--- config.mk ---
export PLATFORM = sky130hd
export DESIGN_NAME = keyboard_packet_deframer_flat
export DESIGN_NICKNAME = d
export VERILOG_FILES = /design/src/rtl/core/kpd_pkg.sv /design/src/rtl/core/kpd_intf.sv /design/src/rtl/core/keyboard_packet_deframer.sv /design/src/rtl/core/kpd_front.sv /design/src/rtl/core/kpd_queue.sv /design/src/rtl/core/kpd_back.sv /design/src/flat_wrapper.sv
export VERILOG_INCLUDE_DIRS = /design/src /design/src/rtl/core
export SDC_FILE = /design/constraint.sdc
export NUM_CORES = 1
export LEC_CHECK = 0
export BUFFER_PORTS_ARGS = -buffer_cell sky130_fd_sc_hd__buf_2
export CORE_MARGIN = 5
export CORE_UTILIZATION = 45
export CTS_CLUSTER_SIZE = 30
export DETAILED_ROUTE_END_ITERATION = 10
export GPL_TIMING_DRIVEN = 0
export HOLD_SLACK_MARGIN = 0.15
export PLACE_DENSITY = 0.63
export SYNTH_ARGS = -nofsm -noshare
export SYNTH_HDL_FRONTEND = slang
export SYNTH_SLANG_ARGS = --single-unit
--- constraint.sdc ---
create_clock -name clk_i -period 6.55 [get_ports clk_i]
set_clock_uncertainty 0.2 [all_clocks]
set_input_delay 1.31 -clock clk_i [delete_from_list [all_inputs] [get_ports clk_i]]
set_output_delay 1.31 -clock clk_i [all_outputs]
set_load 0.005 [all_outputs]
--- src/rtl/core/keyboard_packet_deframer_assert.svh ---
// ----------------------------------------------------------------------------
// Assertion macros for the keyboard packet deframer. Clocked on clk_i; the
// plain form is disabled while rst_ni is low, the _RST form is not.
// ----------------------------------------------------------------------------
`ifndef KEYBOARD_PACKET_DEFRAMER_ASSERT_SVH
`define KEYBOARD_PACKET_DEFRAMER_ASSERT_SVH
`ifndef SYNTH
`define KPD_ASSERT(lbl, prop, msg) \
  lbl: assert property (@(posedge clk_i) disable iff (!rst_ni) prop) else $error(msg);
`define KPD_ASSERT_RST(lbl, prop, msg) \
  lbl: assert property (@(posedge clk_i) prop) else $error(msg);
`else
`define KPD_ASSERT(lbl, prop, msg)
`define KPD_ASSERT_RST(lbl, prop, msg)
`endif
`endif

--- src/rtl/core/kpd_pkg.sv ---
// ----------------------------------------------------------------------------
// kpd_pkg
// Types and constants shared by the keyboard packet deframer modules.
// ----------------------------------------------------------------------------
package kpd_pkg;

  localparam int unsigned KpdQueueDepth = 2;
  localparam int unsigned StoreDepth    = 6;

  localparam logic [7:0] HdrAmouse   = 8'hF7;
  localparam logic [7:0] HdrRmouseLo = 8'hF8;
  localparam logic [7:0] HdrRmouseHi = 8'hFB;
  localparam logic [7:0] HdrClock    = 8'hFC;
  localparam logic [7:0] HdrJoyLo    = 8'hFE;
  localparam logic [7:0] SyncLo      = 8'h04;
  localparam logic [7:0] SyncHi      = 8'hFB;
  localparam int unsigned KeyBreakBit = 7;

  // byte counts at which a packet closes
  localparam logic [2:0] AmouseLen = 3'd5;
  localparam logic [2:0] RmouseLen = 3'd3;
  localparam logic [2:0] ClockLen  = 3'd6;

  typedef enum logic [2:0] {
    MODE_IDLE   = 3'd0,
    MODE_AMOUSE = 3'd1,
    MODE_RMOUSE = 3'd2,
    MODE_JOY    = 3'd3,
    MODE_CLOCK  = 3'd4,
    MODE_RESYNC = 3'd5
  } mode_e;

  typedef enum logic [2:0] {
    KIND_NONE   = 3'd0,
    KIND_AMOUSE = 3'd1,
    KIND_RMOUSE = 3'd2,
    KIND_JOY    = 3'd3,
    KIND_CLOCK  = 3'd4
  } kind_e;

  typedef enum logic [2:0] {
    HDR_KEY,
    HDR_AMOUSE,
    HDR_RMOUSE,
    HDR_CLOCK,
    HDR_JOY
  } hdr_e;

  // classified request as it sits in the queue
  typedef struct packed {
    logic       receive_full;
    logic       overrun;
    logic       link_err;
    logic [7:0] rx_byte;
    logic       sync;
    hdr_e       hdr;
  } kpd_item_t;

  typedef struct packed {
    logic        link_error;
    logic        key_valid;
    logic [7:0]  key_code;
    logic [7:0]  repeat_key;
    logic        packet_done;
    logic [2:0]  packet_kind;
    logic [47:0] packet_bytes;
  } kpd_result_t;

endpackage

--- src/rtl/core/kpd_intf.sv ---
// ----------------------------------------------------------------------------
// kpd_in_if / kpd_out_if
// Valid/ready channels for receive events and deframer results.
// ----------------------------------------------------------------------------
interface kpd_in_if;
  logic       valid;
  logic       ready;
  logic       receive_full;
  logic       overrun;
  logic       frame_or_parity_error;
  logic [7:0] rx_byte;

  modport source (output valid, receive_full, overrun, frame_or_parity_error, rx_byte,
                  input ready);
  modport sink   (input valid, receive_full, overrun, frame_or_parity_error, rx_byte,
                  output ready);
endinterface

interface kpd_out_if;
  logic        valid;
  logic        ready;
  logic        link_error;
  logic        key_valid;
  logic [7:0]  key_code;
  logic [7:0]  repeat_key;
  logic        packet_done;
  logic [2:0]  packet_kind;
  logic [47:0] packet_bytes;

  modport source (output valid, link_error, key_valid, key_code, repeat_key, packet_done,
                  packet_kind, packet_bytes, input ready);
  modport sink   (input valid, link_error, key_valid, key_code, repeat_key, packet_done,
                  packet_kind, packet_bytes, output ready);
endinterface

--- src/rtl/core/keyboard_packet_deframer.sv ---
// ----------------------------------------------------------------------------
// keyboard_packet_deframer
// Deframes the keyboard controller byte stream into key codes and packets.
//
//   channel  dir   carries
//   rx_i     in    receive_full, overrun, frame_or_parity_error, rx_byte
//   res_o    out   link_error, key_valid, key_code, repeat_key,
//                  packet_done, packet_kind, packet_bytes
//
// One request per cycle while res_o is ready; a result is offered once its
// request has passed through a queue slot and then the result register.
// The parser's mode, count and store update in the same cycle a request
// leaves the queue, so back-to-back bytes need no bubbles.
// rx_i.ready drops only when the queue (QueueDepth entries) is full, i.e.
// while res_o is stalled. Reset is asynchronous, active low, and clears the
// parser to idle with an empty store and no repeat code.
// ----------------------------------------------------------------------------
module keyboard_packet_deframer #(
  parameter int unsigned QueueDepth = kpd_pkg::KpdQueueDepth
) (
  input  logic      clk_i,
  input  logic      rst_ni,
  kpd_in_if.sink    rx_i,
  kpd_out_if.source res_o
);
  import kpd_pkg::*;

  logic      push_valid, push_ready;
  logic      pop_valid, pop_ready;
  kpd_item_t push_item, pop_item;

  kpd_front u_front (
    .rx_i         (rx_i),
    .push_valid_o (push_valid),
    .push_ready_i (push_ready),
    .item_o       (push_item)
  );

  kpd_queue #(
    .Depth (QueueDepth)
  ) u_queue (
    .clk_i        (clk_i),
    .rst_ni       (rst_ni),
    .push_valid_i (push_valid),
    .push_ready_o (push_ready),
    .item_i       (push_item),
    .pop_valid_o  (pop_valid),
    .pop_ready_i  (pop_ready),
    .item_o       (pop_item)
  );

  kpd_back u_back (
    .clk_i        (clk_i),
    .rst_ni       (rst_ni),
    .item_valid_i (pop_valid),
    .item_ready_o (pop_ready),
    .item_i       (pop_item),
    .res_o        (res_o)
  );

endmodule

--- src/rtl/core/kpd_front.sv ---
// ----------------------------------------------------------------------------
// kpd_front
// Accepts receive events and classifies the byte (sync range, header kind).
// ----------------------------------------------------------------------------
module kpd_front (
  kpd_in_if.sink            rx_i,
  output logic              push_valid_o,
  input  logic              push_ready_i,
  output kpd_pkg::kpd_item_t item_o
);
  import kpd_pkg::*;

  logic [7:0] b;
  hdr_e       hdr;

  assign b = rx_i.rx_byte;

  always_comb begin
    if (b == HdrAmouse) begin
      hdr = HDR_AMOUSE;
    end else if (b >= HdrRmouseLo && b <= HdrRmouseHi) begin
      hdr = HDR_RMOUSE;
    end else if (b == HdrClock) begin
      hdr = HDR_CLOCK;
    end else if (b >= HdrJoyLo) begin
      hdr = HDR_JOY;
    end else begin
      hdr = HDR_KEY;
    end
  end

  assign item_o.receive_full = rx_i.receive_full;
  assign item_o.overrun      = rx_i.overrun;
  assign item_o.link_err     = rx_i.frame_or_parity_error;
  assign item_o.rx_byte      = b;
  assign item_o.sync         = (b >= SyncLo) && (b <= SyncHi);
  assign item_o.hdr          = hdr;

  assign push_valid_o = rx_i.valid;
  assign rx_i.ready   = push_ready_i;

endmodule

--- src/rtl/core/kpd_queue.sv ---
// ----------------------------------------------------------------------------
// kpd_queue
// Small FIFO of classified requests between the front and the parser.
// ----------------------------------------------------------------------------
`include "keyboard_packet_deframer_assert.svh"

module kpd_queue #(
  parameter int unsigned Depth = kpd_pkg::KpdQueueDepth
) (
  input  logic               clk_i,
  input  logic               rst_ni,
  input  logic               push_valid_i,
  output logic               push_ready_o,
  input  kpd_pkg::kpd_item_t item_i,
  output logic               pop_valid_o,
  input  logic               pop_ready_i,
  output kpd_pkg::kpd_item_t item_o
);
  import kpd_pkg::*;

  localparam int unsigned PtrW = (Depth > 1) ? $clog2(Depth) : 1;
  localparam int unsigned CntW = $clog2(Depth + 1);
  localparam logic [PtrW-1:0] LastPtr = PtrW'(Depth - 1);

  kpd_item_t       mem_q [Depth];
  logic [PtrW-1:0] wr_ptr_q, wr_ptr_d;
  logic [PtrW-1:0] rd_ptr_q, rd_ptr_d;
  logic [CntW-1:0] count_q, count_d;
  logic            push, pop;

  assign push_ready_o = (count_q != CntW'(Depth));
  assign pop_valid_o  = (count_q != '0);
  assign push         = push_valid_i && push_ready_o;
  assign pop          = pop_valid_o && pop_ready_i;
  assign item_o       = mem_q[rd_ptr_q];

  always_comb begin
    wr_ptr_d = wr_ptr_q;
    rd_ptr_d = rd_ptr_q;
    count_d  = count_q;
    if (push) begin
      wr_ptr_d = (wr_ptr_q == LastPtr) ? '0 : wr_ptr_q + 1'b1;
    end
    if (pop) begin
      rd_ptr_d = (rd_ptr_q == LastPtr) ? '0 : rd_ptr_q + 1'b1;
    end
    if (push && !pop) begin
      count_d = count_q + 1'b1;
    end else if (pop && !push) begin
      count_d = count_q - 1'b1;
    end
  end

  always_ff @(posedge clk_i or negedge rst_ni) begin
    if (!rst_ni) begin
      wr_ptr_q <= '0;
      rd_ptr_q <= '0;
      count_q  <= '0;
    end else begin
      wr_ptr_q <= wr_ptr_d;
      rd_ptr_q <= rd_ptr_d;
      count_q  <= count_d;
    end
  end

  always_ff @(posedge clk_i) begin
    if (push) begin
      mem_q[wr_ptr_q] <= item_i;
    end
  end

  `KPD_ASSERT_RST(a_q_count_bound, count_q <= CntW'(Depth), "queue count above depth")
  `KPD_ASSERT(a_q_push_grows, push && !pop |=> count_q == $past(count_q) + 1'b1, "queue count did not grow")
  `KPD_ASSERT(a_q_empty_ptrs, count_q == '0 |-> rd_ptr_q == wr_ptr_q, "empty queue with split pointers")

endmodule

--- src/rtl/core/kpd_back.sv ---
// ----------------------------------------------------------------------------
// kpd_back
// Parser: mode state machine, packet store, repeat code, result register.
// ----------------------------------------------------------------------------
`include "keyboard_packet_deframer_assert.svh"

module kpd_back (
  input  logic               clk_i,
  input  logic               rst_ni,
  input  logic               item_valid_i,
  output logic               item_ready_o,
  input  kpd_pkg::kpd_item_t item_i,
  kpd_out_if.source          res_o
);
  import kpd_pkg::*;

  mode_e       mode_q, mode_d, mode_eff;
  logic [2:0]  cnt_q, cnt_d, cnt_eff, cnt_inc;
  logic [7:0]  store_q [StoreDepth];
  logic [7:0]  store_d [StoreDepth];
  logic [7:0]  repeat_q, repeat_d;
  logic        out_valid_q;
  kpd_result_t out_q, out_d;
  logic        pop, act, full;
  logic [7:0]  b;
  kind_e       kind;
  logic        key_valid;

  assign item_ready_o = !out_valid_q || res_o.ready;
  assign pop  = item_valid_i && item_ready_o;
  assign act  = pop && !item_i.link_err;
  assign full = item_i.receive_full;
  assign b    = item_i.rx_byte;

  // an overrun re-enters idle or resync before the byte is parsed
  always_comb begin
    mode_eff = mode_q;
    cnt_eff  = cnt_q;
    if (item_i.overrun) begin
      if (item_i.sync) begin
        mode_eff = MODE_IDLE;
      end else begin
        mode_eff = MODE_RESYNC;
        cnt_eff  = 3'd1;
      end
    end
  end

  assign cnt_inc = cnt_eff + 3'd1;

  // next mode
  always_comb begin
    mode_d = mode_q;
    if (act) begin
      mode_d = mode_eff;
      if (full) begin
        case (mode_eff)
          MODE_AMOUSE: if (cnt_inc == AmouseLen) mode_d = MODE_IDLE;
          MODE_RMOUSE: if (cnt_inc == RmouseLen) mode_d = MODE_IDLE;
          MODE_CLOCK:  if (cnt_inc == ClockLen)  mode_d = MODE_IDLE;
          MODE_JOY:    mode_d = MODE_IDLE;
          MODE_RESYNC: if (cnt_eff == 3'd0 || item_i.sync) mode_d = MODE_IDLE;
          default: begin
            case (item_i.hdr)
              HDR_AMOUSE: mode_d = MODE_AMOUSE;
              HDR_RMOUSE: mode_d = MODE_RMOUSE;
              HDR_CLOCK:  mode_d = MODE_CLOCK;
              HDR_JOY:    mode_d = MODE_JOY;
              default:    mode_d = MODE_IDLE;
            endcase
          end
        endcase
      end
    end
  end

  // data path and result
  always_comb begin
    cnt_d     = cnt_q;
    store_d   = store_q;
    repeat_d  = repeat_q;
    kind      = KIND_NONE;
    key_valid = 1'b0;
    out_d     = '0;
    if (act) begin
      cnt_d = cnt_eff;
      if (item_i.overrun) begin
        repeat_d = '0;
      end
      if (full) begin
        case (mode_eff)
          MODE_AMOUSE, MODE_RMOUSE, MODE_CLOCK: begin
            for (int i = 0; i < StoreDepth; i++) begin
              if (cnt_eff == 3'(i)) store_d[i] = b;
            end
            cnt_d = cnt_inc;
            if (mode_eff == MODE_AMOUSE && cnt_inc == AmouseLen) kind = KIND_AMOUSE;
            if (mode_eff == MODE_RMOUSE && cnt_inc == RmouseLen) kind = KIND_RMOUSE;
            if (mode_eff == MODE_CLOCK && cnt_inc == ClockLen)   kind = KIND_CLOCK;
          end
          MODE_JOY: begin
            store_d[1] = b;
            kind       = KIND_JOY;
          end
          MODE_RESYNC: begin
            if (!(cnt_eff == 3'd0 || item_i.sync)) cnt_d = cnt_eff - 3'd1;
          end
          default: begin
            case (item_i.hdr)
              HDR_AMOUSE, HDR_CLOCK: cnt_d = 3'd0;
              HDR_RMOUSE, HDR_JOY: begin
                cnt_d      = 3'd1;
                store_d[0] = b;
              end
              default: begin
                key_valid = 1'b1;
                repeat_d  = b[KeyBreakBit] ? 8'h00 : b;
              end
            endcase
          end
        endcase
      end
    end

    out_d.link_error  = item_i.link_err;
    out_d.key_valid   = key_valid;
    out_d.key_code    = key_valid ? b : 8'h00;
    out_d.repeat_key  = repeat_d;
    out_d.packet_done = (kind != KIND_NONE);
    out_d.packet_kind = kind;
    for (int i = 0; i < StoreDepth; i++) begin
      out_d.packet_bytes[8*i +: 8] = (kind != KIND_NONE) ? store_d[i] : 8'h00;
    end
  end

  always_ff @(posedge clk_i or negedge rst_ni) begin
    if (!rst_ni) begin
      mode_q      <= MODE_IDLE;
      cnt_q       <= '0;
      repeat_q    <= '0;
      out_valid_q <= 1'b0;
      for (int i = 0; i < StoreDepth; i++) begin
        store_q[i] <= '0;
      end
    end else begin
      mode_q   <= mode_d;
      cnt_q    <= cnt_d;
      repeat_q <= repeat_d;
      store_q  <= store_d;
      if (item_ready_o) begin
        out_valid_q <= pop;
      end
    end
  end

  always_ff @(posedge clk_i) begin
    if (pop) begin
      out_q <= out_d;
    end
  end

  assign res_o.valid        = out_valid_q;
  assign res_o.link_error   = out_q.link_error;
  assign res_o.key_valid    = out_q.key_valid;
  assign res_o.key_code     = out_q.key_code;
  assign res_o.repeat_key   = out_q.repeat_key;
  assign res_o.packet_done  = out_q.packet_done;
  assign res_o.packet_kind  = out_q.packet_kind;
  assign res_o.packet_bytes = out_q.packet_bytes;

  `KPD_ASSERT(a_err_keeps_state, pop && item_i.link_err |=> mode_q == $past(mode_q) && repeat_q == $past(repeat_q), "link error changed parser state")
  `KPD_ASSERT(a_resync_count, mode_q == MODE_RESYNC |-> cnt_q <= 3'd1, "resync skip count too large")
  `KPD_ASSERT(a_no_packet_zero, out_valid_q && !out_q.packet_done |-> out_q.packet_bytes == '0, "packet bytes without packet")
  `KPD_ASSERT(a_err_result_quiet, out_valid_q && out_q.link_error |-> !out_q.key_valid && !out_q.packet_done, "link error result carries data")

endmodule

--- src/flat_wrapper.sv ---
// flat-port wrapper written by rule: the top's interface ports become plain ports
module keyboard_packet_deframer_flat import kpd_pkg::*;
#(
  parameter int unsigned QueueDepth = kpd_pkg::KpdQueueDepth
)
  (clk_i, rst_ni, rx_i_valid, rx_i_receive_full, rx_i_overrun, rx_i_frame_or_parity_error, rx_i_rx_byte, rx_i_ready, res_o_valid, res_o_link_error, res_o_key_valid, res_o_key_code, res_o_repeat_key, res_o_packet_done, res_o_packet_kind, res_o_packet_bytes, res_o_ready);
  kpd_in_if rx_i_i ();
  kpd_out_if res_o_i ();
  input  logic clk_i;
  input  logic rst_ni;
  input wire logic [$bits(rx_i_i.valid)-1:0] rx_i_valid;
  input wire logic [$bits(rx_i_i.receive_full)-1:0] rx_i_receive_full;
  input wire logic [$bits(rx_i_i.overrun)-1:0] rx_i_overrun;
  input wire logic [$bits(rx_i_i.frame_or_parity_error)-1:0] rx_i_frame_or_parity_error;
  input wire logic [$bits(rx_i_i.rx_byte)-1:0] rx_i_rx_byte;
  output wire logic [$bits(rx_i_i.ready)-1:0] rx_i_ready;
  output wire logic [$bits(res_o_i.valid)-1:0] res_o_valid;
  output wire logic [$bits(res_o_i.link_error)-1:0] res_o_link_error;
  output wire logic [$bits(res_o_i.key_valid)-1:0] res_o_key_valid;
  output wire logic [$bits(res_o_i.key_code)-1:0] res_o_key_code;
  output wire logic [$bits(res_o_i.repeat_key)-1:0] res_o_repeat_key;
  output wire logic [$bits(res_o_i.packet_done)-1:0] res_o_packet_done;
  output wire logic [$bits(res_o_i.packet_kind)-1:0] res_o_packet_kind;
  output wire logic [$bits(res_o_i.packet_bytes)-1:0] res_o_packet_bytes;
  input wire logic [$bits(res_o_i.ready)-1:0] res_o_ready;
  assign rx_i_i.valid = rx_i_valid;
  assign rx_i_i.receive_full = rx_i_receive_full;
  assign rx_i_i.overrun = rx_i_overrun;
  assign rx_i_i.frame_or_parity_error = rx_i_frame_or_parity_error;
  assign rx_i_i.rx_byte = rx_i_rx_byte;
  assign rx_i_ready = rx_i_i.ready;
  assign res_o_valid = res_o_i.valid;
  assign res_o_link_error = res_o_i.link_error;
  assign res_o_key_valid = res_o_i.key_valid;
  assign res_o_key_code = res_o_i.key_code;
  assign res_o_repeat_key = res_o_i.repeat_key;
  assign res_o_packet_done = res_o_i.packet_done;
  assign res_o_packet_kind = res_o_i.packet_kind;
  assign res_o_packet_bytes = res_o_i.packet_bytes;
  assign res_o_i.ready = res_o_ready;
  keyboard_packet_deframer #(.QueueDepth(QueueDepth)) u_core (.clk_i(clk_i), .rst_ni(rst_ni), .rx_i(rx_i_i), .res_o(res_o_i));
endmodule
After elaboration in Yosys (flattened, before gate mapping). Memory sizes are Yosys's and may differ from the RTL's. Index checks and enable logic that the tools add are counted.

Bits in writable memories: 30. Memories kept: 1. Flip-flop bits (word level): 137. Word-level logic and storage cells: 130. Input port bits: 15.

Magnitude comparators: 4. Eq/ne operators: 20. Reductions and logical operators: 26. Add/sub/neg operators: 6. Mux-type cells: 53.

Memories: u_core.u_queue.mem_q (words 2, bits a word 15, read ports 1, clocked after memory_dff 0, write ports 1, RTL line kpd_queue.sv:25) `kpd_item_t mem_q [Depth];`.

Operator list (number): $mux 48 (2); $mux 8 (12); $mux 3 (19); $mux 32 (1); $pmux 8 s2 (2); $eq 3x2->1 const B (7); $eq 3x3->1 const B (7); $eq 8x8->1 const B (2); $ge 8x8->1 const B (2); $pmux 3 s5 (1); $pmux 3 s2 (2); $pmux 3 s4 (1); $logic_and 1x1->1 (10); $eq 3x1->1 const B (3); $mux 1 (9); $pmux 3 s3 (1); $ge 8x3->1 const B (1); $le 8x8->1 const B (1); $mux 7 (1); $reduce_or 2->1 (3); $reduce_or 5->1 (1); $logic_not 1->1 (4); $mux 2 (2); $reduce_bool 2->1 (2); 11 further kinds (13).

Logic depth before layout (Yosys ltp). Gate-level depths: netlist of the first run. An unclocked memory read counts as a cell.

Word-level depth: 13. Gate-level depth with buffers: 15. Gate-level depth less buffers: 10.

Modules after synthesis. Synthesis of the first run repeated with hierarchy kept, for this count alone.

Cell total of the unflattened synthesis: 500. Area, all modules: 7153.1 um^2.

Modules (own cells, without submodules): kpd_back (instances 1, area an instance 5644.2 um^2, cells an instance 411, seq. area each 3678.5 um^2); kpd_queue (instances 1, area an instance 1331.3 um^2, cells an instance 65, seq. area each 1001.0 um^2); kpd_front (instances 1, area an instance 177.7 um^2, cells an instance 24, seq. area each 0.0 um^2).

Worst setup path before layout of the first run. Ideal clock, no wire load.

Path kind: input -> register. From: input port res_o_ready. To: register u_core.u_queue.count_q[1]. Buffers on the path: 0. Library setup time: 0.079 ns. Cell stages on the path: 7. Data arrival time: 5.278 ns. Setup slack: 0.993 ns. Required time: 6.271 ns. Cell sequence: nor2b_1 > nor2_1 > inv_1 > ha_1 > xor2_1 > nor2_1 > xor2_1.

Longest elaborated chain between the ends: 5.

RTL lines: from (decl) (RTL line flat_wrapper.sv:25) `input wire logic [$bits(res_o_i.ready)-1:0] res_o_ready;`; $logic_or 1x1->1 * (RTL line kpd_back.sv:29) `assign item_ready_o = !out_valid_q || res_o.ready;`; $logic_and 1x1->1 *; via u_core.u_back.pop (RTL line kpd_back.sv:24) `logic pop, act, full;`; $logic_not 1->1 (RTL line kpd_queue.sv:47) `if (push && !pop) begin`; $logic_and 1x1->1 (RTL line kpd_queue.sv:47); $mux 2 / $reduce_bool 2->1 (equally long branches); to (signal assigned) (RTL line kpd_queue.sv:62) `count_q <= count_d;`; to (decl) (RTL line kpd_queue.sv:28) `logic [CntW-1:0] count_q, count_d;`.

The timed path passes the listed nets; every way through them passes the cells marked *. A chain may end at the register's enable or synchronous reset.

Final worst setup path of the first run.
From: register u_core.u_queue.rd_ptr_q. To: register u_core.u_back.out_q (netlist bit u_core.u_back.res_o.packet_bytes[14]), data pin.

Longest elaborated chain between the ends: 13.

RTL lines: from (decl) (RTL line kpd_queue.sv:27) `logic [PtrW-1:0] rd_ptr_q, rd_ptr_d;`; from (signal assigned) (RTL line kpd_queue.sv:61) `rd_ptr_q <= rd_ptr_d;`; $mem_v2 2x15 *; $mux 3 (RTL line kpd_back.sv:40) `if (item_i.sync) begin`; $mux 3 (RTL line kpd_back.sv:39) `if (item_i.overrun) begin`; $add 3x1->3 (RTL line kpd_back.sv:49) `assign cnt_inc = cnt_eff + 3'd1;`; $eq 3x3->1 (RTL line kpd_back.sv:97) `if (mode_eff == MODE_AMOUSE && cnt_inc == AmouseLen) kind = KIND_AMOUSE;`; $logic_and 1x1->1 (RTL line kpd_back.sv:97); $mux 1 (RTL line kpd_back.sv:97); $mux 3 (RTL line kpd_back.sv:98) `if (mode_eff == MODE_RMOUSE && cnt_inc == RmouseLen) kind = KIND_RMOUSE;`; $mux 3 (RTL line kpd_back.sv:99) `if (mode_eff == MODE_CLOCK && cnt_inc == ClockLen) kind = KIND_CLOCK;`; $pmux 3 s2 (RTL line kpd_back.sv:91) `case (mode_eff)`; $mux 3 (RTL line kpd_back.sv:90) `if (full) begin`; $mux 3 (RTL line kpd_back.sv:85) `if (act) begin`; $reduce_bool 3->1 (RTL line kpd_back.sv:132) `out_d.packet_bytes[8*i +: 8] = (kind != KIND_NONE) ? store_d[i] : 8'h00;`; to (signal assigned) (RTL line kpd_back.sv:158) `out_q <= out_d;`; to (decl) (RTL line kpd_back.sv:23) `kpd_result_t out_q, out_d;`.

Mark *: on every way between the ends. The rest lies on a longest branch, timed or not.

==> impl_results.html, run 1 <==
<table>
<tr><th>Metric</th><th>Value</th></tr>
<tr><th colspan="2">Timing</th></tr>
<tr><td>Achievable frequency</td><td>0.238 GHz</td></tr>
<tr><td>Final number of max-transition violations</td><td>0</td></tr>
<tr><td>Setup TNS</td><td>0 ns</td></tr>
<tr><td>Setup repair after global routing missed its margin</td><td>false</td></tr>
<tr><td>Post-route minimum period</td><td>between 4 and 5 ns</td></tr>
<tr><td>Final Cycle Share</td><td>between 60% and 70%</td></tr>
<tr><td>Hold violation total from the final report</td><td>0</td></tr>
<tr><td>Transition time of the tightest slew-check pin</td><td>around 1.3 ns</td></tr>
<tr><td>Slew margin rel.</td><td>between 10 and 15%</td></tr>
<tr><td>Count of endpoints failing setup in the final report</td><td>0</td></tr>
<tr><th colspan="2">Drt</th></tr>
<tr><td>Total DRC errors in the routed layout</td><td>0</td></tr>
<tr><td>Sum of routed wire length over all layers</td><td>15300 µm</td></tr>
<tr><td>Number of vias in the routed layout</td><td>between 4000 and 5000</td></tr>
<tr><td>First-pass detailed-route iteration total</td><td>5</td></tr>
<tr><td>Via density per instance</td><td>about 5.4</td></tr>
<tr><td>Initial detailed-routing violation count</td><td>between 300 and 400</td></tr>
<tr><td>Routed wirelength normalized by instance count</td><td>17.5 µm</td></tr>
<tr><td>ANT nets after route</td><td>0</td></tr>
<tr><th colspan="2">Synthesis</th></tr>
<tr><td>Post-Syn Nets</td><td>584</td></tr>
<tr><td>Cell types occupying the most area after synthesis</td><td>sky130_fd_sc_hd__edfxtp_1 (43%), sky130_fd_sc_hd__dfrtp_1 (24%), sky130_fd_sc_hd__a21oi_1 (4.1%), sky130_fd_sc_hd__a211oi_1 (3.4%), sky130_fd_sc_hd__nor2_1 (3.1%)</td></tr>
<tr><td>Share of the yosys chip area belonging to registers</td><td>66.9%</td></tr>
<tr><td>Number of flops mapped to enable cells by yosys</td><td>100</td></tr>
<tr><td>Number of standard cells after synthesis</td><td>~570</td></tr>
<tr><td>Cell area after synthesis</td><td>between 0.006 and 0.007 mm²</td></tr>
<tr><td>Distinct cell type count after synthesis</td><td>54</td></tr>
<tr><td>Top-area cell type share of the netlist area</td><td>42.9%</td></tr>
<tr><td>Most common flop cell mapped by yosys</td><td>sky130_fd_sc_hd__edfxtp_1</td></tr>
<tr><td>Cell taking the most area after synthesis</td><td>sky130_fd_sc_hd__edfxtp_1</td></tr>
<tr><td>Synth warn</td><td>0</td></tr>
<tr><td>Post-synthesis average cell area</td><td>about 12 µm²</td></tr>
<tr><td>Async S/R FF share, synth</td><td>40.1%</td></tr>
<tr><td>Number of flip-flops and latches in the synthesized netlist</td><td>~170</td></tr>
<tr><th colspan="2">Cells and area</th></tr>
<tr><td>Number of nets in the layout</td><td>691</td></tr>
<tr><td>Utilization of the core after routing</td><td>54.5%</td></tr>
<tr><td>Antenna diode count</td><td>0</td></tr>
<tr><td>Filler cells</td><td>~1300</td></tr>
<tr><td>Layout cells sized above 1</td><td>a little over a fifth</td></tr>
<tr><td>Final cell count without fillers</td><td>about 900</td></tr>
<tr><td>Layout Cell Area excl Fill</td><td>0.00828 mm²</td></tr>
<tr><td>Layout overhead on the synthesized area</td><td>18.3%</td></tr>
<tr><th colspan="2">Die</th></tr>
<tr><td>Starting density of the core</td><td>around 46%</td></tr>
<tr><td>Number of placement rows</td><td>between 40 and 50</td></tr>
<tr><td>Area of the core</td><td>between 0.015 and 0.02 mm²</td></tr>
<tr><td>Height of the die</td><td>roughly 130 µm</td></tr>
<tr><td>Total die area</td><td>0.0181 mm²</td></tr>
<tr><td>Width of the die</td><td>around 130 µm</td></tr>
<tr><td>Ports placed on the boundary</td><td>87</td></tr>
<tr><th colspan="2">Worst setup path</th></tr>
<tr><td>Max Fanout on Critical Path</td><td>10</td></tr>
<tr><td>Combined buffer and inverter count along the critical path</td><td>5</td></tr>
<tr><td>Ordered list of cells on the worst path</td><td>buf_6, buf_6, nand3b_1, o21a_1, clkbuf_1, nand2_1, ha_1, nand4_1, a21oi_1, o31ai_1, clkbuf_1, clkbuf_1, a21oi_1</td></tr>
<tr><td>RR Endpoint</td><td>u_core.u_back.res_o.packet_bytes[14]</td></tr>
<tr><td>Reg-to-reg setup timing slack</td><td>about 2.3 ns</td></tr>
<tr><td>Kind of capture point of the worst setup path</td><td>flop</td></tr>
<tr><td>Crit path kind</td><td>reg -&gt; reg</td></tr>
<tr><td>Slowest cell on the critical path</td><td>sky130_fd_sc_hd__o31ai_1</td></tr>
<tr><td>Req. time, crit path</td><td>~6.5 ns</td></tr>
<tr><td>Most common cell on crit path</td><td>sky130_fd_sc_hd__clkbuf_1</td></tr>
<tr><td>Gate family responsible for the most delay along the worst path</td><td>buffers and inverters</td></tr>
<tr><td>Signal arrival time at the worst endpoint</td><td>4.17 ns</td></tr>
<tr><td>Source of the worst register-to-register timing path</td><td>u_core.u_queue.rd_ptr_q</td></tr>
<tr><td>Delay of the slowest critical-path stage</td><td>0.56 ns</td></tr>
<tr><td>FF-to-FF path depth</td><td>13</td></tr>
<tr><td>Kind of launch point of the worst setup path</td><td>flop</td></tr>
<tr><th colspan="2">GRT</th></tr>
<tr><td>Largest net degree at the start of global routing</td><td>68</td></tr>
<tr><td>Vias in the first global route</td><td>around 4600</td></tr>
<tr><td>Global-route wire length before repair</td><td>around 25000 µm</td></tr>
<tr><td>GRT Resource Usage Total</td><td>about 18%</td></tr>
<tr><td>Overflow after GRT</td><td>0</td></tr>
<tr><td>Antenna violations before repair</td><td>0</td></tr>
<tr><th colspan="2">CTS</th></tr>
<tr><td>Post_cts resized</td><td>0</td></tr>
<tr><td>H-Tree Depth</td><td>4</td></tr>
<tr><td>CTS buffer count</td><td>17</td></tr>
<tr><td>Root buffer selected by CTS</td><td>sky130_fd_sc_hd__clkbuf_16</td></tr>
<tr><td>Clock Path Buffers</td><td>2</td></tr>
<tr><td>CTS hold repair buffers</td><td>0</td></tr>
<tr><td>Post CTS Setup Buffer Count</td><td>0</td></tr>
<tr><td>Num Clock Sinks</td><td>167</td></tr>
<tr><td>Worst-path clk slew</td><td>~0.070 ns</td></tr>
<tr><td>Clock latency at the later pin of the worst-skew pair</td><td>0.43 ns</td></tr>
<tr><td>CTS tree</td><td>done</td></tr>
<tr><th colspan="2">Power</th></tr>
<tr><td>Total power divided by cell area</td><td>464 mW/mm²</td></tr>
<tr><td>Static Leakage</td><td>around 3.4 nW</td></tr>
<tr><td>VDD IR max</td><td>between 0.2 and 0.25 mV</td></tr>
<tr><td>Total power</td><td>approximately 0.0038 W</td></tr>
<tr><th colspan="2">Placed design</th></tr>
<tr><td>Port Buffer Count</td><td>86</td></tr>
<tr><td>Placed cell count</td><td>between 800 and 900</td></tr>
<tr><td>Routability congestion estimate from global placement</td><td>around 0.9</td></tr>
<tr><td>Half-perimeter wire length after placement</td><td>approximately 11000 µm</td></tr>
<tr><td>Placed instance area</td><td>between 0.007 and 0.008 mm²</td></tr>
<tr><th colspan="2">Min path</th></tr>
<tr><td>Worst hold path type</td><td>reg -&gt; reg</td></tr>
<tr><td>Hold path cells</td><td>2</td></tr>
<tr><td>Startpoint of the worst hold path</td><td>u_core.u_back.store_q[6]</td></tr>
<tr><td>End point of the worst hold path</td><td>u_core.u_back.store_q[6]</td></tr>
<tr><th colspan="2">Status</th></tr>
<tr><td>Result of the run</td><td>complete, no violations</td></tr>
<tr><th colspan="2">Run</th></tr>
<tr><td>Number of max-cap violations</td><td>0</td></tr>
</table>
-- per-stage QoR --
| stage | setup WS, ns | hold slack [ns] |
|---|---|---|
| after floorplan | 0.993 | 0.233 |
| after global placement | -0.399 | 0.245 |
| after detailed placement | 2.38 | 0.251 |
| after CTS | 2.32 | 0.270 |
| after global routing | 1.95 | 0.294 |
| final | 2.34 | 0.264 |
-- state kept, by name, indices dropped and copies added, names as in the netlist --
register,flops
u_core.u_queue.wr_ptr_q,1
u_core.u_back.res_o.packet_bytes,48
u_core.u_back.res_o.key_valid,1
u_core.u_queue.mem_q,30
u_core.u_queue.count_q,2
u_core.u_queue.rd_ptr_q,1
u_core.u_back.res_o.valid,1
u_core.u_back.res_o.link_error,1
u_core.u_back.res_o.repeat_key,8
u_core.u_back.res_o.key_code,8
u_core.u_back.res_o.packet_done,1
u_core.u_back.res_o.packet_kind,3
u_core.u_back.cnt_q,3
u_core.u_back.mode_q,3
u_core.u_back.repeat_q,8
u_core.u_back.store_q,48
-- area by class of cell --
| cell class | instances | area [µm²] | share of cell area [%] |
|---|---|---|---|
| Sequential cell | 167 | 4680 | 56.5 |
| Multi-Input combinational cell | 358 | 2140 | 25.9 |
| Timing Repair Buffer | 88 | 473 | 5.71 |
| Clock buffer | 17 | 425 | 5.14 |
| Tap cell | 188 | 235 | 2.84 |
| Buffer | 34 | 156 | 1.89 |
| Clock inverter | 15 | 140 | 1.69 |
| Inverter | 8 | 30.0 | 0.363 |
-- power by group --
part	total, W	internal [W]	switching, W
sequential	0.00164	0.00153	0.000113
combinational	0.00126	0.000448	0.000813
clock	0.000944	0.000503	0.000441
total	0.00384	0.00248	0.00137
-- cells in the mapped netlist (5+ instances only) --
master / count
sky130_fd_sc_hd__dfrtp_1: 67
sky130_fd_sc_hd__a21oi_1: 58
sky130_fd_sc_hd__mux2_2: 7
sky130_fd_sc_hd__nand2b_1: 21
sky130_fd_sc_hd__nor3_1: 10
sky130_fd_sc_hd__o31ai_1: 10
sky130_fd_sc_hd__inv_1: 8
sky130_fd_sc_hd__buf_2: 5
sky130_fd_sc_hd__mux2i_1: 12
sky130_fd_sc_hd__edfxtp_1: 100
sky130_fd_sc_hd__nor2_1: 57
sky130_fd_sc_hd__a211oi_1: 32
sky130_fd_sc_hd__nand2_1: 51
sky130_fd_sc_hd__xnor2_1: 8
sky130_fd_sc_hd__clkbuf_1: 24
sky130_fd_sc_hd__nand3_1: 13
sky130_fd_sc_hd__o21ai_0: 12
sky130_fd_sc_hd__o21a_1: 5
-- metal layers --
metal	vias up	GRT usage [%]	part of all wire, %
met5	-	0	0
met4	0	6.90	2.3
met3	33	4.66	5.6
met2	154	27.5	46
met1	2274	23.9	46
li1	2305	-	-
-- cell usage in the layout (no fill, tap or decap), types with 3 or more instances in the layout --
| master | instances |
|---|---|
| sky130_fd_sc_hd__edfxtp_1 | 100 |
| sky130_fd_sc_hd__buf_2 | 90 |
| sky130_fd_sc_hd__dfrtp_1 | 67 |
| sky130_fd_sc_hd__a21oi_1 | 58 |
| sky130_fd_sc_hd__nor2_1 | 56 |
| sky130_fd_sc_hd__nand2_1 | 51 |
| sky130_fd_sc_hd__a211oi_1 | 32 |
| sky130_fd_sc_hd__clkbuf_1 | 24 |
| sky130_fd_sc_hd__nand2b_1 | 21 |
| sky130_fd_sc_hd__clkbuf_16 | 17 |
| sky130_fd_sc_hd__nand3_1 | 13 |
| sky130_fd_sc_hd__mux2i_1 | 12 |
| sky130_fd_sc_hd__o21ai_0 | 12 |
| sky130_fd_sc_hd__nor3_1 | 10 |
| sky130_fd_sc_hd__o31ai_1 | 10 |
| sky130_fd_sc_hd__inv_1 | 8 |
| sky130_fd_sc_hd__xnor2_1 | 8 |
| sky130_fd_sc_hd__mux2_2 | 7 |
| sky130_fd_sc_hd__o21a_1 | 5 |
| sky130_fd_sc_hd__inv_8 | 5 |
| sky130_fd_sc_hd__nor2b_1 | 4 |
| sky130_fd_sc_hd__and3_1 | 4 |
| sky130_fd_sc_hd__inv_6 | 4 |
| sky130_fd_sc_hd__buf_6 | 3 |
| sky130_fd_sc_hd__nor3_2 | 3 |
| sky130_fd_sc_hd__and2_1 | 3 |
| sky130_fd_sc_hd__a31oi_1 | 3 |
| sky130_fd_sc_hd__xor2_1 | 3 |
-- cells by family (layout without fill, tap and decap cells) --
| kind of cell | count (synthesis) | after routing | synth area share, % |
|---|---|---|---|
| buf+inv | 42 | 162 | 2.66 |
| xor+xnor | 11 | 11 | 1.38 |
| compound gates | 135 | 135 | 12.3 |
| mux | 20 | 20 | 3.06 |
| fa+ha+maj | 2 | 2 | 0.357 |
| flops | 167 | 167 | 66.9 |
| simple gates | 190 | 190 | 13.4 |
-- worst max path at each step --
| stage | start | end | slack (ns) | cells after the start |
|---|---|---|---|---|
| 3_3_place_gp | res_o_ready | u_core.u_queue.count_q[1] | -0.40 | 8 |
| 4_1_cts | u_core.u_queue.rd_ptr_q | u_core.u_back.res_o.packet_bytes[14] | 2.32 | 13 |
| 2_1_floorplan | res_o_ready | u_core.u_queue.count_q[1] | 0.99 | 7 |
| 6_report | u_core.u_queue.rd_ptr_q | u_core.u_back.res_o.packet_bytes[14] | 2.34 | 13 |
| 3_5_place_dp | u_core.u_queue.rd_ptr_q | u_core.u_back.res_o.packet_bytes[47] | 2.38 | 13 |
| 5_1_grt | u_core.u_queue.rd_ptr_q | u_core.u_back.res_o.packet_bytes[9] | 1.95 | 13 |
-- tightest hold or removal path: stages, from the launching register on --
cell and delay [ns]:
sky130_fd_sc_hd__dfrtp_1 0.32, sky130_fd_sc_hd__nand2_1 0.06, sky130_fd_sc_hd__nand2_1 0.05
(Power assumes the default switching activity.)
==> inputs of run 2 (changes only) <==
Clock period 6.55 ns to 3.9 ns, I/O delays scaled along.
==> run 2 against run 1 <==
  * Flip-flop and latch count stayed put
  * Setup slack worse by 2.0 ns
  * Sequential share of layout area is 0.45 points lower
  * Critical path depth is 1 lower
  * Non-clock buffer count is 1 lower
  * Wire length is 2.9% higher
  * Register-to-register slack worse by 2.0 ns
  * Utilization is 0.44 points higher
  * First-iteration DRC count is 2.6% lower
  * Sequential power is 68% higher
  * Largest cell class unchanged
==> impl_results.html, run 2 (synthesis gave the netlist of run 1 again) <==
<table>
<tr><th>Metric</th><th>Value</th></tr>
<tr><th colspan="2">Status</th></tr>
<tr><td>Result of the run</td><td>complete, no violations</td></tr>
<tr><th colspan="2">CTS</th></tr>
<tr><td>Post_cts resized</td><td>2 (+2)</td></tr>
<tr><td>Root buffer selected by CTS</td><td>sky130_fd_sc_hd__clkbuf_16</td></tr>
<tr><td>Worst-path clk slew</td><td>0.07 ns (about the same)</td></tr>
<tr><td>CTS tree</td><td>done</td></tr>
<tr><td>CTS hold repair buffers</td><td>0 (unchanged)</td></tr>
<tr><td>H-Tree Depth</td><td>4 (unchanged)</td></tr>
<tr><td>Clock latency at the later pin of the worst-skew pair</td><td>0.44 ns (about the same)</td></tr>
<tr><td>CTS buffer count</td><td>17 (unchanged)</td></tr>
<tr><td>Num Clock Sinks</td><td>167 (unchanged)</td></tr>
<tr><td>Post CTS Setup Buffer Count</td><td>0 (unchanged)</td></tr>
<tr><td>Clock Path Buffers</td><td>2 (unchanged)</td></tr>
<tr><th colspan="2">Worst setup path</th></tr>
<tr><td>Slowest cell on the critical path</td><td>sky130_fd_sc_hd__ha_1</td></tr>
<tr><td>Ordered list of cells on the worst path</td><td>buf_6, buf_6, nand3b_1, o21a_1, nand2_1, ha_1, nand4_1, a21oi_1, o31ai_2, clkbuf_2, clkbuf_2, a21oi_1</td></tr>
<tr><td>Reg-to-reg setup timing slack</td><td>0.31 ns (-2.03 ns)</td></tr>
<tr><td>Req. time, crit path</td><td>3.88 ns (-2.63 ns)</td></tr>
<tr><td>Delay of the slowest critical-path stage</td><td>0.42 ns (-0.14 ns)</td></tr>
<tr><td>Max Fanout on Critical Path</td><td>10 (unchanged)</td></tr>
<tr><td>Crit path kind</td><td>reg -&gt; reg</td></tr>
<tr><td>Signal arrival time at the worst endpoint</td><td>3.57 ns (-0.60 ns)</td></tr>
<tr><td>Kind of capture point of the worst setup path</td><td>flop</td></tr>
<tr><td>Kind of launch point of the worst setup path</td><td>flop</td></tr>
<tr><th colspan="2">GRT</th></tr>
<tr><td>Antenna violations before repair</td><td>0 (unchanged)</td></tr>
<tr><td>Largest net degree at the start of global routing</td><td>68 (unchanged)</td></tr>
<tr><td>Global-route wire length before repair</td><td>25200 µm (+2.4%)</td></tr>
<tr><td>Vias in the first global route</td><td>4747 (+2.4%)</td></tr>
<tr><td>Overflow after GRT</td><td>0 (unchanged)</td></tr>
<tr><td>GRT Resource Usage Total</td><td>18.2% (+0.47 points)</td></tr>
<tr><th colspan="2">Power</th></tr>
<tr><td>Static Leakage</td><td>3.38 nW (+0.82%)</td></tr>
<tr><td>VDD IR max</td><td>0.407 mV (+93%)</td></tr>
<tr><td>Total power divided by cell area</td><td>797 mW/mm² (+72%)</td></tr>
<tr><th colspan="2">Cells and area</th></tr>
<tr><td>Layout cells sized above 1</td><td>22.2% (+0.47 points)</td></tr>
<tr><td>Most common library cell in the layout ignoring fill and taps</td><td>sky130_fd_sc_hd__edfxtp_1</td></tr>
<tr><td>Area of the multi-input gates</td><td>0.00215 mm² (+0.23%)</td></tr>
<tr><td>Leading cell types in the layout, fill and taps excluded</td><td>sky130_fd_sc_hd__edfxtp_1 (100), sky130_fd_sc_hd__buf_2 (90), sky130_fd_sc_hd__dfrtp_1 (67)</td></tr>
<tr><td>Seq. cell area</td><td>0.00468 mm² (unchanged)</td></tr>
<tr><td>Number of nets in the layout</td><td>690 (-0.14%)</td></tr>
<tr><td>Antenna diode count</td><td>0 (unchanged)</td></tr>
<tr><td>Filler cells</td><td>1299 (+1.3%)</td></tr>
<tr><td>Layout overhead on the synthesized area</td><td>19.3%</td></tr>
<tr><th colspan="2">Drt</th></tr>
<tr><td>First-pass detailed-route iteration total</td><td>5 (unchanged)</td></tr>
<tr><td>Number of vias in the routed layout</td><td>4804 (+0.80%)</td></tr>
<tr><td>Routed wirelength normalized by instance count</td><td>18.0 µm (+3.0%)</td></tr>
<tr><td>Total DRC errors in the routed layout</td><td>0 (unchanged)</td></tr>
<tr><td>Sum of routed wire length over all layers</td><td>15700 µm (+2.9%)</td></tr>
<tr><td>Via density per instance</td><td>5.50 (+0.91%)</td></tr>
<tr><td>ANT nets after route</td><td>0 (unchanged)</td></tr>
<tr><td>Initial detailed-routing violation count</td><td>334 (-2.6%)</td></tr>
<tr><th colspan="2">Timing</th></tr>
<tr><td>Transition time of the tightest slew-check pin</td><td>1.32 ns (+0.0397 ns)</td></tr>
<tr><td>Final worst setup slack</td><td>0.309 ns (-2.03 ns)</td></tr>
<tr><td>Achievable frequency</td><td>0.278 GHz (+17%)</td></tr>
<tr><td>Post-route minimum period</td><td>3.59 ns (-0.617 ns)</td></tr>
<tr><td>Setup TNS</td><td>0 ns (unchanged)</td></tr>
<tr><td>Setup repair after global routing missed its margin</td><td>false</td></tr>
<tr><td>Hold violation total from the final report</td><td>0 (unchanged)</td></tr>
<tr><td>Count of endpoints failing setup in the final report</td><td>0 (unchanged)</td></tr>
<tr><td>Slew margin rel.</td><td>11.7% (-2.7 points)</td></tr>
<tr><td>Final Cycle Share</td><td>92.1% (+28 points)</td></tr>
<tr><td>Final number of max-transition violations</td><td>0 (unchanged)</td></tr>
<tr><th colspan="2">Die</th></tr>
<tr><td>Number of placement rows</td><td>45 (unchanged)</td></tr>
<tr><td>Starting density of the core</td><td>46.0% (unchanged)</td></tr>
<tr><td>Total die area</td><td>0.0181 mm² (unchanged)</td></tr>
<tr><td>Area of the core</td><td>0.0152 mm² (unchanged)</td></tr>
<tr><td>Width of the die</td><td>135 µm (unchanged)</td></tr>
<tr><td>Ports placed on the boundary</td><td>87 (unchanged)</td></tr>
<tr><td>Height of the die</td><td>135 µm (unchanged)</td></tr>
<tr><th colspan="2">Placed design</th></tr>
<tr><td>Pre-CTS setup slack</td><td>-0.247 ns (-2.63 ns)</td></tr>
<tr><td>Port Buffer Count</td><td>86 (unchanged)</td></tr>
<tr><td>Half-perimeter wire length after placement</td><td>11100 µm (+3.3%)</td></tr>
<tr><td>Routability congestion estimate from global placement</td><td>0.918 (+1.7%)</td></tr>
<tr><th colspan="2">Run</th></tr>
<tr><td>Number of max-cap violations</td><td>0 (unchanged)</td></tr>
<tr><th colspan="2">Min path</th></tr>
<tr><td>Worst hold path type</td><td>in -&gt; async</td></tr>
</table>
## run 2: cell types whose count changed in the layout (fill, tap and decap cells not counted), moves of 2 or more
cell,change
sky130_fd_sc_hd__bufinv_16,+3
sky130_fd_sc_hd__clkbuf_1,-3
sky130_fd_sc_hd__clkbuf_2,+2
sky130_fd_sc_hd__clkinv_4,+3
sky130_fd_sc_hd__inv_8,-4
## run 2: path summary, 6_finish.rpt
kind,to,depth (start not counted),start
max,u_core.u_back.res_o.packet_bytes[14],12,u_core.u_queue.rd_ptr_q
min,u_core.u_queue.count_q[1],1,rst_ni
max reg2reg,u_core.u_back.res_o.packet_bytes[14],12,u_core.u_queue.rd_ptr_q
min reg2reg,u_core.u_back.store_q[5],2,u_core.u_back.store_q[5]
min in group clk_i,u_core.u_back.store_q[5],2,u_core.u_back.store_q[5]
max in group asynchronous,u_core.u_back.store_q[13],1,rst_ni
## run 2: final cells by class
class                   instances  area share [%]
plain buffers                  33            1.86
clock buffers                  17            5.10
clock inverters                15            2.34
inverters                       8           0.360
multi-input cells             358            25.7
flip-flops and latches        167            56.1
well taps                     188            2.82
repair buffers                 88            5.76
## run 2: where the power goes
group,switching (W),leakage [nW],internal (W)
logic,0.00139,1.26,0.000760
registers,0.000198,1.82,0.00256
clock network,0.000722,0.301,0.00102
total,0.00231,3.38,0.00435
## run 2: critical path: cells and delay by family (launching register included)
kind            cells  cell delay [ns]
compound gates      4             0.97
fa+ha+maj           1             0.42
buf+inv             4             0.88
flops               1             0.37
simple gates        3             0.48
## run 2: through the flow
step,instance area (µm²),utilization (%),total power (W),instances,hold WS (ns)
final,8350,54.9,0.00665,874,0.221
after global routing,8350,54.9,0.00705,874,0.293
after CTS,8350,54.9,0.00670,875,0.270
after detailed placement,7720,50.8,0.00495,843,0.254
after global placement,7670,50.4,0.00485,841,0.245
after floorplan,7000,-,0.00413,567,0.233
## run 2: per-layer routing
metal	up-vias	wire length, µm	track usage (%)
met5	-	0	0
met4	0	362	7.69
met3	28	838	4.84
met2	143	7410	28.3
met1	2333	7110	24.2
li1	2300	-	-
==> inputs of run 3 (changes only) <==
Settings changed: CORE_UTILIZATION 45 to 24, GPL_TIMING_DRIVEN 0 to not set, PLACE_DENSITY 0.63 to 0.39.
==> run 3 against run 2 <==
  * Wire length up 15%
  * Non-clock buffer count down 8
  * Setup slack better by 0.16 ns
  * Via count down 1.1%
  * Clock power down 6%
  * Combinational power up 2%
  * First-iteration DRC count up 3.3%
  * Sequential power up 2%
==> impl_results.html, run 3 (synthesis gave the netlist of run 1 again) <==
<table>
<tr><th>Metric</th><th>Value</th></tr>
<tr><th colspan="2">Status</th></tr>
<tr><td>Result of the run</td><td>complete, no violations</td></tr>
<tr><th colspan="2">Min path</th></tr>
<tr><td>Startpoint of the worst hold path</td><td>u_core.u_back.store_q[4]</td></tr>
<tr><td>Hold path cells</td><td>2</td></tr>
<tr><td>End point of the worst hold path</td><td>u_core.u_back.store_q[4]</td></tr>
<tr><td>Worst hold path type</td><td>reg -&gt; reg</td></tr>
<tr><th colspan="2">Timing</th></tr>
<tr><td>Final worst setup slack</td><td>0.470 ns (+0.161 ns)</td></tr>
<tr><td>Count of endpoints failing setup in the final report</td><td>0 (unchanged)</td></tr>
<tr><td>Hold violation total from the final report</td><td>0 (unchanged)</td></tr>
<tr><td>Transition time of the tightest slew-check pin</td><td>0.997 ns (-0.323 ns)</td></tr>
<tr><td>Setup repair after global routing missed its margin</td><td>false</td></tr>
<tr><td>Final Cycle Share</td><td>88.0% (-4.1 points)</td></tr>
<tr><td>Slew margin rel.</td><td>33.4% (+22 points)</td></tr>
<tr><td>Setup TNS</td><td>0 ns (unchanged)</td></tr>
<tr><td>Achievable frequency</td><td>0.292 GHz (+4.7%)</td></tr>
<tr><td>Post-route minimum period</td><td>3.43 ns (-0.161 ns)</td></tr>
<tr><td>Final number of max-transition violations</td><td>0 (unchanged)</td></tr>
<tr><th colspan="2">Placed design</th></tr>
<tr><td>Placed instance area</td><td>0.00800 mm² (+3.6%)</td></tr>
<tr><td>Half-perimeter wire length after placement</td><td>12600 µm (+14%)</td></tr>
<tr><td>Routability congestion estimate from global placement</td><td>0.844 (-8.1%)</td></tr>
<tr><td>Pre-CTS setup slack</td><td>0.505 ns (+0.752 ns)</td></tr>
<tr><td>Placed cell count</td><td>1029 (+22%)</td></tr>
<tr><td>Port Buffer Count</td><td>86 (unchanged)</td></tr>
<tr><th colspan="2">Worst setup path</th></tr>
<tr><td>RR Endpoint</td><td>u_core.u_back.res_o.packet_bytes[5]</td></tr>
<tr><td>Signal arrival time at the worst endpoint</td><td>3.41 ns (-0.16 ns)</td></tr>
<tr><td>Source of the worst register-to-register timing path</td><td>u_core.u_queue.rd_ptr_q</td></tr>
<tr><td>Crit path kind</td><td>reg -&gt; reg</td></tr>
<tr><td>Reg-to-reg setup timing slack</td><td>0.47 ns (+0.16 ns)</td></tr>
<tr><td>Kind of capture point of the worst setup path</td><td>flop</td></tr>
<tr><td>Kind of launch point of the worst setup path</td><td>flop</td></tr>
<tr><td>Max Fanout on Critical Path</td><td>10 (unchanged)</td></tr>
<tr><td>FF-to-FF path depth</td><td>8 (-4)</td></tr>
<tr><td>Req. time, crit path</td><td>3.88 ns (about the same)</td></tr>
<tr><th colspan="2">Die</th></tr>
<tr><td>Number of placement rows</td><td>62 (+38%)</td></tr>
<tr><td>Starting density of the core</td><td>24.3% (-22 points)</td></tr>
<tr><td>Ports placed on the boundary</td><td>87 (unchanged)</td></tr>
<tr><td>Height of the die</td><td>181 µm (+34%)</td></tr>
<tr><td>Area of the core</td><td>0.0288 mm² (+89%)</td></tr>
<tr><td>Total die area</td><td>0.0327 mm² (+80%)</td></tr>
<tr><td>Width of the die</td><td>181 µm (+34%)</td></tr>
<tr><th colspan="2">CTS</th></tr>
<tr><td>CTS buffer count</td><td>17 (unchanged)</td></tr>
<tr><td>Worst-path clk slew</td><td>0.07 ns (about the same)</td></tr>
<tr><td>Root buffer selected by CTS</td><td>sky130_fd_sc_hd__clkbuf_16</td></tr>
<tr><td>Num Clock Sinks</td><td>167 (unchanged)</td></tr>
<tr><td>H-Tree Depth</td><td>4 (unchanged)</td></tr>
<tr><td>Clock Path Buffers</td><td>2 (unchanged)</td></tr>
<tr><td>Post CTS Setup Buffer Count</td><td>0 (unchanged)</td></tr>
<tr><td>Clock latency at the later pin of the worst-skew pair</td><td>0.43 ns (about the same)</td></tr>
<tr><td>CTS tree</td><td>done</td></tr>
<tr><th colspan="2">Power</th></tr>
<tr><td>Static Leakage</td><td>3.41 nW (+0.93%)</td></tr>
<tr><td>VDD IR max</td><td>0.345 mV (-15%)</td></tr>
<tr><td>Internal power</td><td>0.00419 W (-3.6%)</td></tr>
<tr><td>Clock share of power</td><td>24.6% (-1.6 points)</td></tr>
<tr><td>Switching part of the total power</td><td>36.9% (+2.2 points)</td></tr>
<tr><td>Net switching component of the power</td><td>0.00245 W (+6.2%)</td></tr>
<tr><td>Relative contribution of combinational cells to total power</td><td>33.2% (+1.0 points)</td></tr>
<tr><td>Flop pwr share</td><td>42.3% (+0.8 points)</td></tr>
<tr><td>Total power divided by cell area</td><td>775 mW/mm² (-2.8%)</td></tr>
<tr><th colspan="2">GRT</th></tr>
<tr><td>Antenna violations before repair</td><td>0 (unchanged)</td></tr>
<tr><td>Largest net degree at the start of global routing</td><td>47 (-31%)</td></tr>
<tr><td>Global-route wire length before repair</td><td>28400 µm (+13%)</td></tr>
<tr><td>Met2 demand-to-capacity share in global routing</td><td>16.7% (-12 points)</td></tr>
<tr><td>Vias in the first global route</td><td>4751 (+0.084%)</td></tr>
<tr><td>GRT Resource Usage Total</td><td>11.0% (-7.1 points)</td></tr>
<tr><td>Met3 global-route usage</td><td>2.33% (-2.5 points)</td></tr>
<tr><td>GR peak layer</td><td>met2</td></tr>
<tr><td>Overflow after GRT</td><td>0 (unchanged)</td></tr>
<tr><td>GR Layer Usage met1</td><td>15.9% (-8.2 points)</td></tr>
<tr><th colspan="2">Drt</th></tr>
<tr><td>Total DRC errors in the routed layout</td><td>0 (unchanged)</td></tr>
<tr><td>ANT nets after route</td><td>0 (unchanged)</td></tr>
<tr><td>Sum of routed wire length over all layers</td><td>18100 µm (+15%)</td></tr>
<tr><td>Number of vias in the routed layout</td><td>4750 (-1.1%)</td></tr>
<tr><td>Via density per instance</td><td>4.47 (-19%)</td></tr>
<tr><td>Initial detailed-routing violation count</td><td>345 (+3.3%)</td></tr>
<tr><td>First-pass detailed-route iteration total</td><td>4 (-1)</td></tr>
<tr><td>Routed wirelength normalized by instance count</td><td>17.0 µm (-5.3%)</td></tr>
<tr><th colspan="2">Cells and area</th></tr>
<tr><td>Layout cells sized above 1</td><td>24.6% (+2.5 points)</td></tr>
<tr><td>Antenna diode count</td><td>0 (unchanged)</td></tr>
<tr><td>Final cell count without fillers</td><td>1062 (+22%)</td></tr>
<tr><td>Number of nets in the layout</td><td>682 (-1.2%)</td></tr>
<tr><td>Layout Cell Area excl Fill</td><td>0.00857 mm² (+2.7%)</td></tr>
<tr><td>Most common library cell in the layout ignoring fill and taps</td><td>sky130_fd_sc_hd__edfxtp_1</td></tr>
<tr><td>Leading cell types in the layout, fill and taps excluded</td><td>sky130_fd_sc_hd__edfxtp_1 (100), sky130_fd_sc_hd__buf_2 (86), sky130_fd_sc_hd__dfrtp_1 (67)</td></tr>
<tr><td>Layout overhead on the synthesized area</td><td>22.5%</td></tr>
<tr><th colspan="2">Run</th></tr>
<tr><td>Number of max-cap violations</td><td>0 (unchanged)</td></tr>
</table>
## run 3: changes by cell type in the layout (fill, tap and decap cells not counted), moves of 2 or more
cell                        before  now
sky130_fd_sc_hd__buf_2          90   86
sky130_fd_sc_hd__clkbuf_1       21    0
sky130_fd_sc_hd__bufinv_16       3    0
sky130_fd_sc_hd__clkbuf_2        2    0
sky130_fd_sc_hd__nor4_4          0    2
sky130_fd_sc_hd__nor4_2          2    0
sky130_fd_sc_hd__buf_4           1   25
sky130_fd_sc_hd__inv_4           0    3
sky130_fd_sc_hd__inv_8           1    5
sky130_fd_sc_hd__buf_1           2    0
sky130_fd_sc_hd__buf_6           3    0
sky130_fd_sc_hd__clkinv_4        4    2
## run 3: worst max-delay path by stage
stage	slack, ns	end	depth (start not counted)	from
after floorplan	0.10	u_core.u_queue.count_q[1]	7	res_o_ready
after global placement	0.57	u_core.u_back.res_o.packet_bytes[15]	10	u_core.u_queue.rd_ptr_q
after detailed placement	0.50	u_core.u_back.res_o.packet_bytes[15]	9	u_core.u_queue.rd_ptr_q
after CTS	0.48	u_core.u_back.res_o.packet_bytes[24]	9	u_core.u_queue.rd_ptr_q
after global routing	0.18	u_core.u_back.res_o.packet_bytes[24]	10	u_core.u_queue.rd_ptr_q
final	0.47	u_core.u_back.res_o.packet_bytes[5]	8	u_core.u_queue.rd_ptr_q
## run 3: critical path, stage by stage, from the launching register on
cell and delay, ns:
sky130_fd_sc_hd__dfrtp_1 0.51, sky130_fd_sc_hd__nand3b_1 0.17, sky130_fd_sc_hd__o21a_1 0.36, sky130_fd_sc_hd__nand2_1 0.22
sky130_fd_sc_hd__ha_1 0.40, sky130_fd_sc_hd__nor3_1 0.23, sky130_fd_sc_hd__nor4b_1 0.46, sky130_fd_sc_hd__o31ai_4 0.22
sky130_fd_sc_hd__a211oi_1 0.41
## run 3: layout make-up
type	instances	area, µm²
Clock buffer	17	425
Sequential cell	167	4680
Multi-Input combinational cell	358	2170
Tap cell	384	480
Inverter	8	30.0
Fill cell	2962	20200
Clock inverter	15	136
Timing Repair Buffer	113	648
## run 3: stage by stage
stage	hold slack (ns)	utilization (%)	total power, W
floorplan	0.233	-	0.00413
global placement	0.244	27.8	0.00506
detailed placement	0.251	27.8	0.00508
CTS	0.267	29.8	0.00674
global route	0.288	29.8	0.00707
finish	0.266	29.8	0.00664
## run 3: repair_timing
| item | 4_1_cts | 5_1_grt |
|---|---|---|
| endpoints found under the hold margin | 13 | 0 |
| resized for setup | 0 | 0 |
| hold buffers | 1 | 0 |
## run 3: metal layers
metal / routed length, µm / vias to the layer above
met5: 0 / -
met4: 264 / 0
met3: 799 / 22
met2: 8020 / 115
met1: 9000 / 2334
li1: - / 2279
## run 3: power groups by stage
stage / Combinational, W / Sequential (W) / Clock [W]
after floorplan: 0.00133 / 0.00281 / 0
after global placement: 0.00222 / 0.00284 / 0
after detailed placement: 0.00223 / 0.00285 / 0
after CTS: 0.00224 / 0.00282 / 0.00169
after global routing: 0.00244 / 0.00287 / 0.00176
final: 0.00220 / 0.00281 / 0.00163
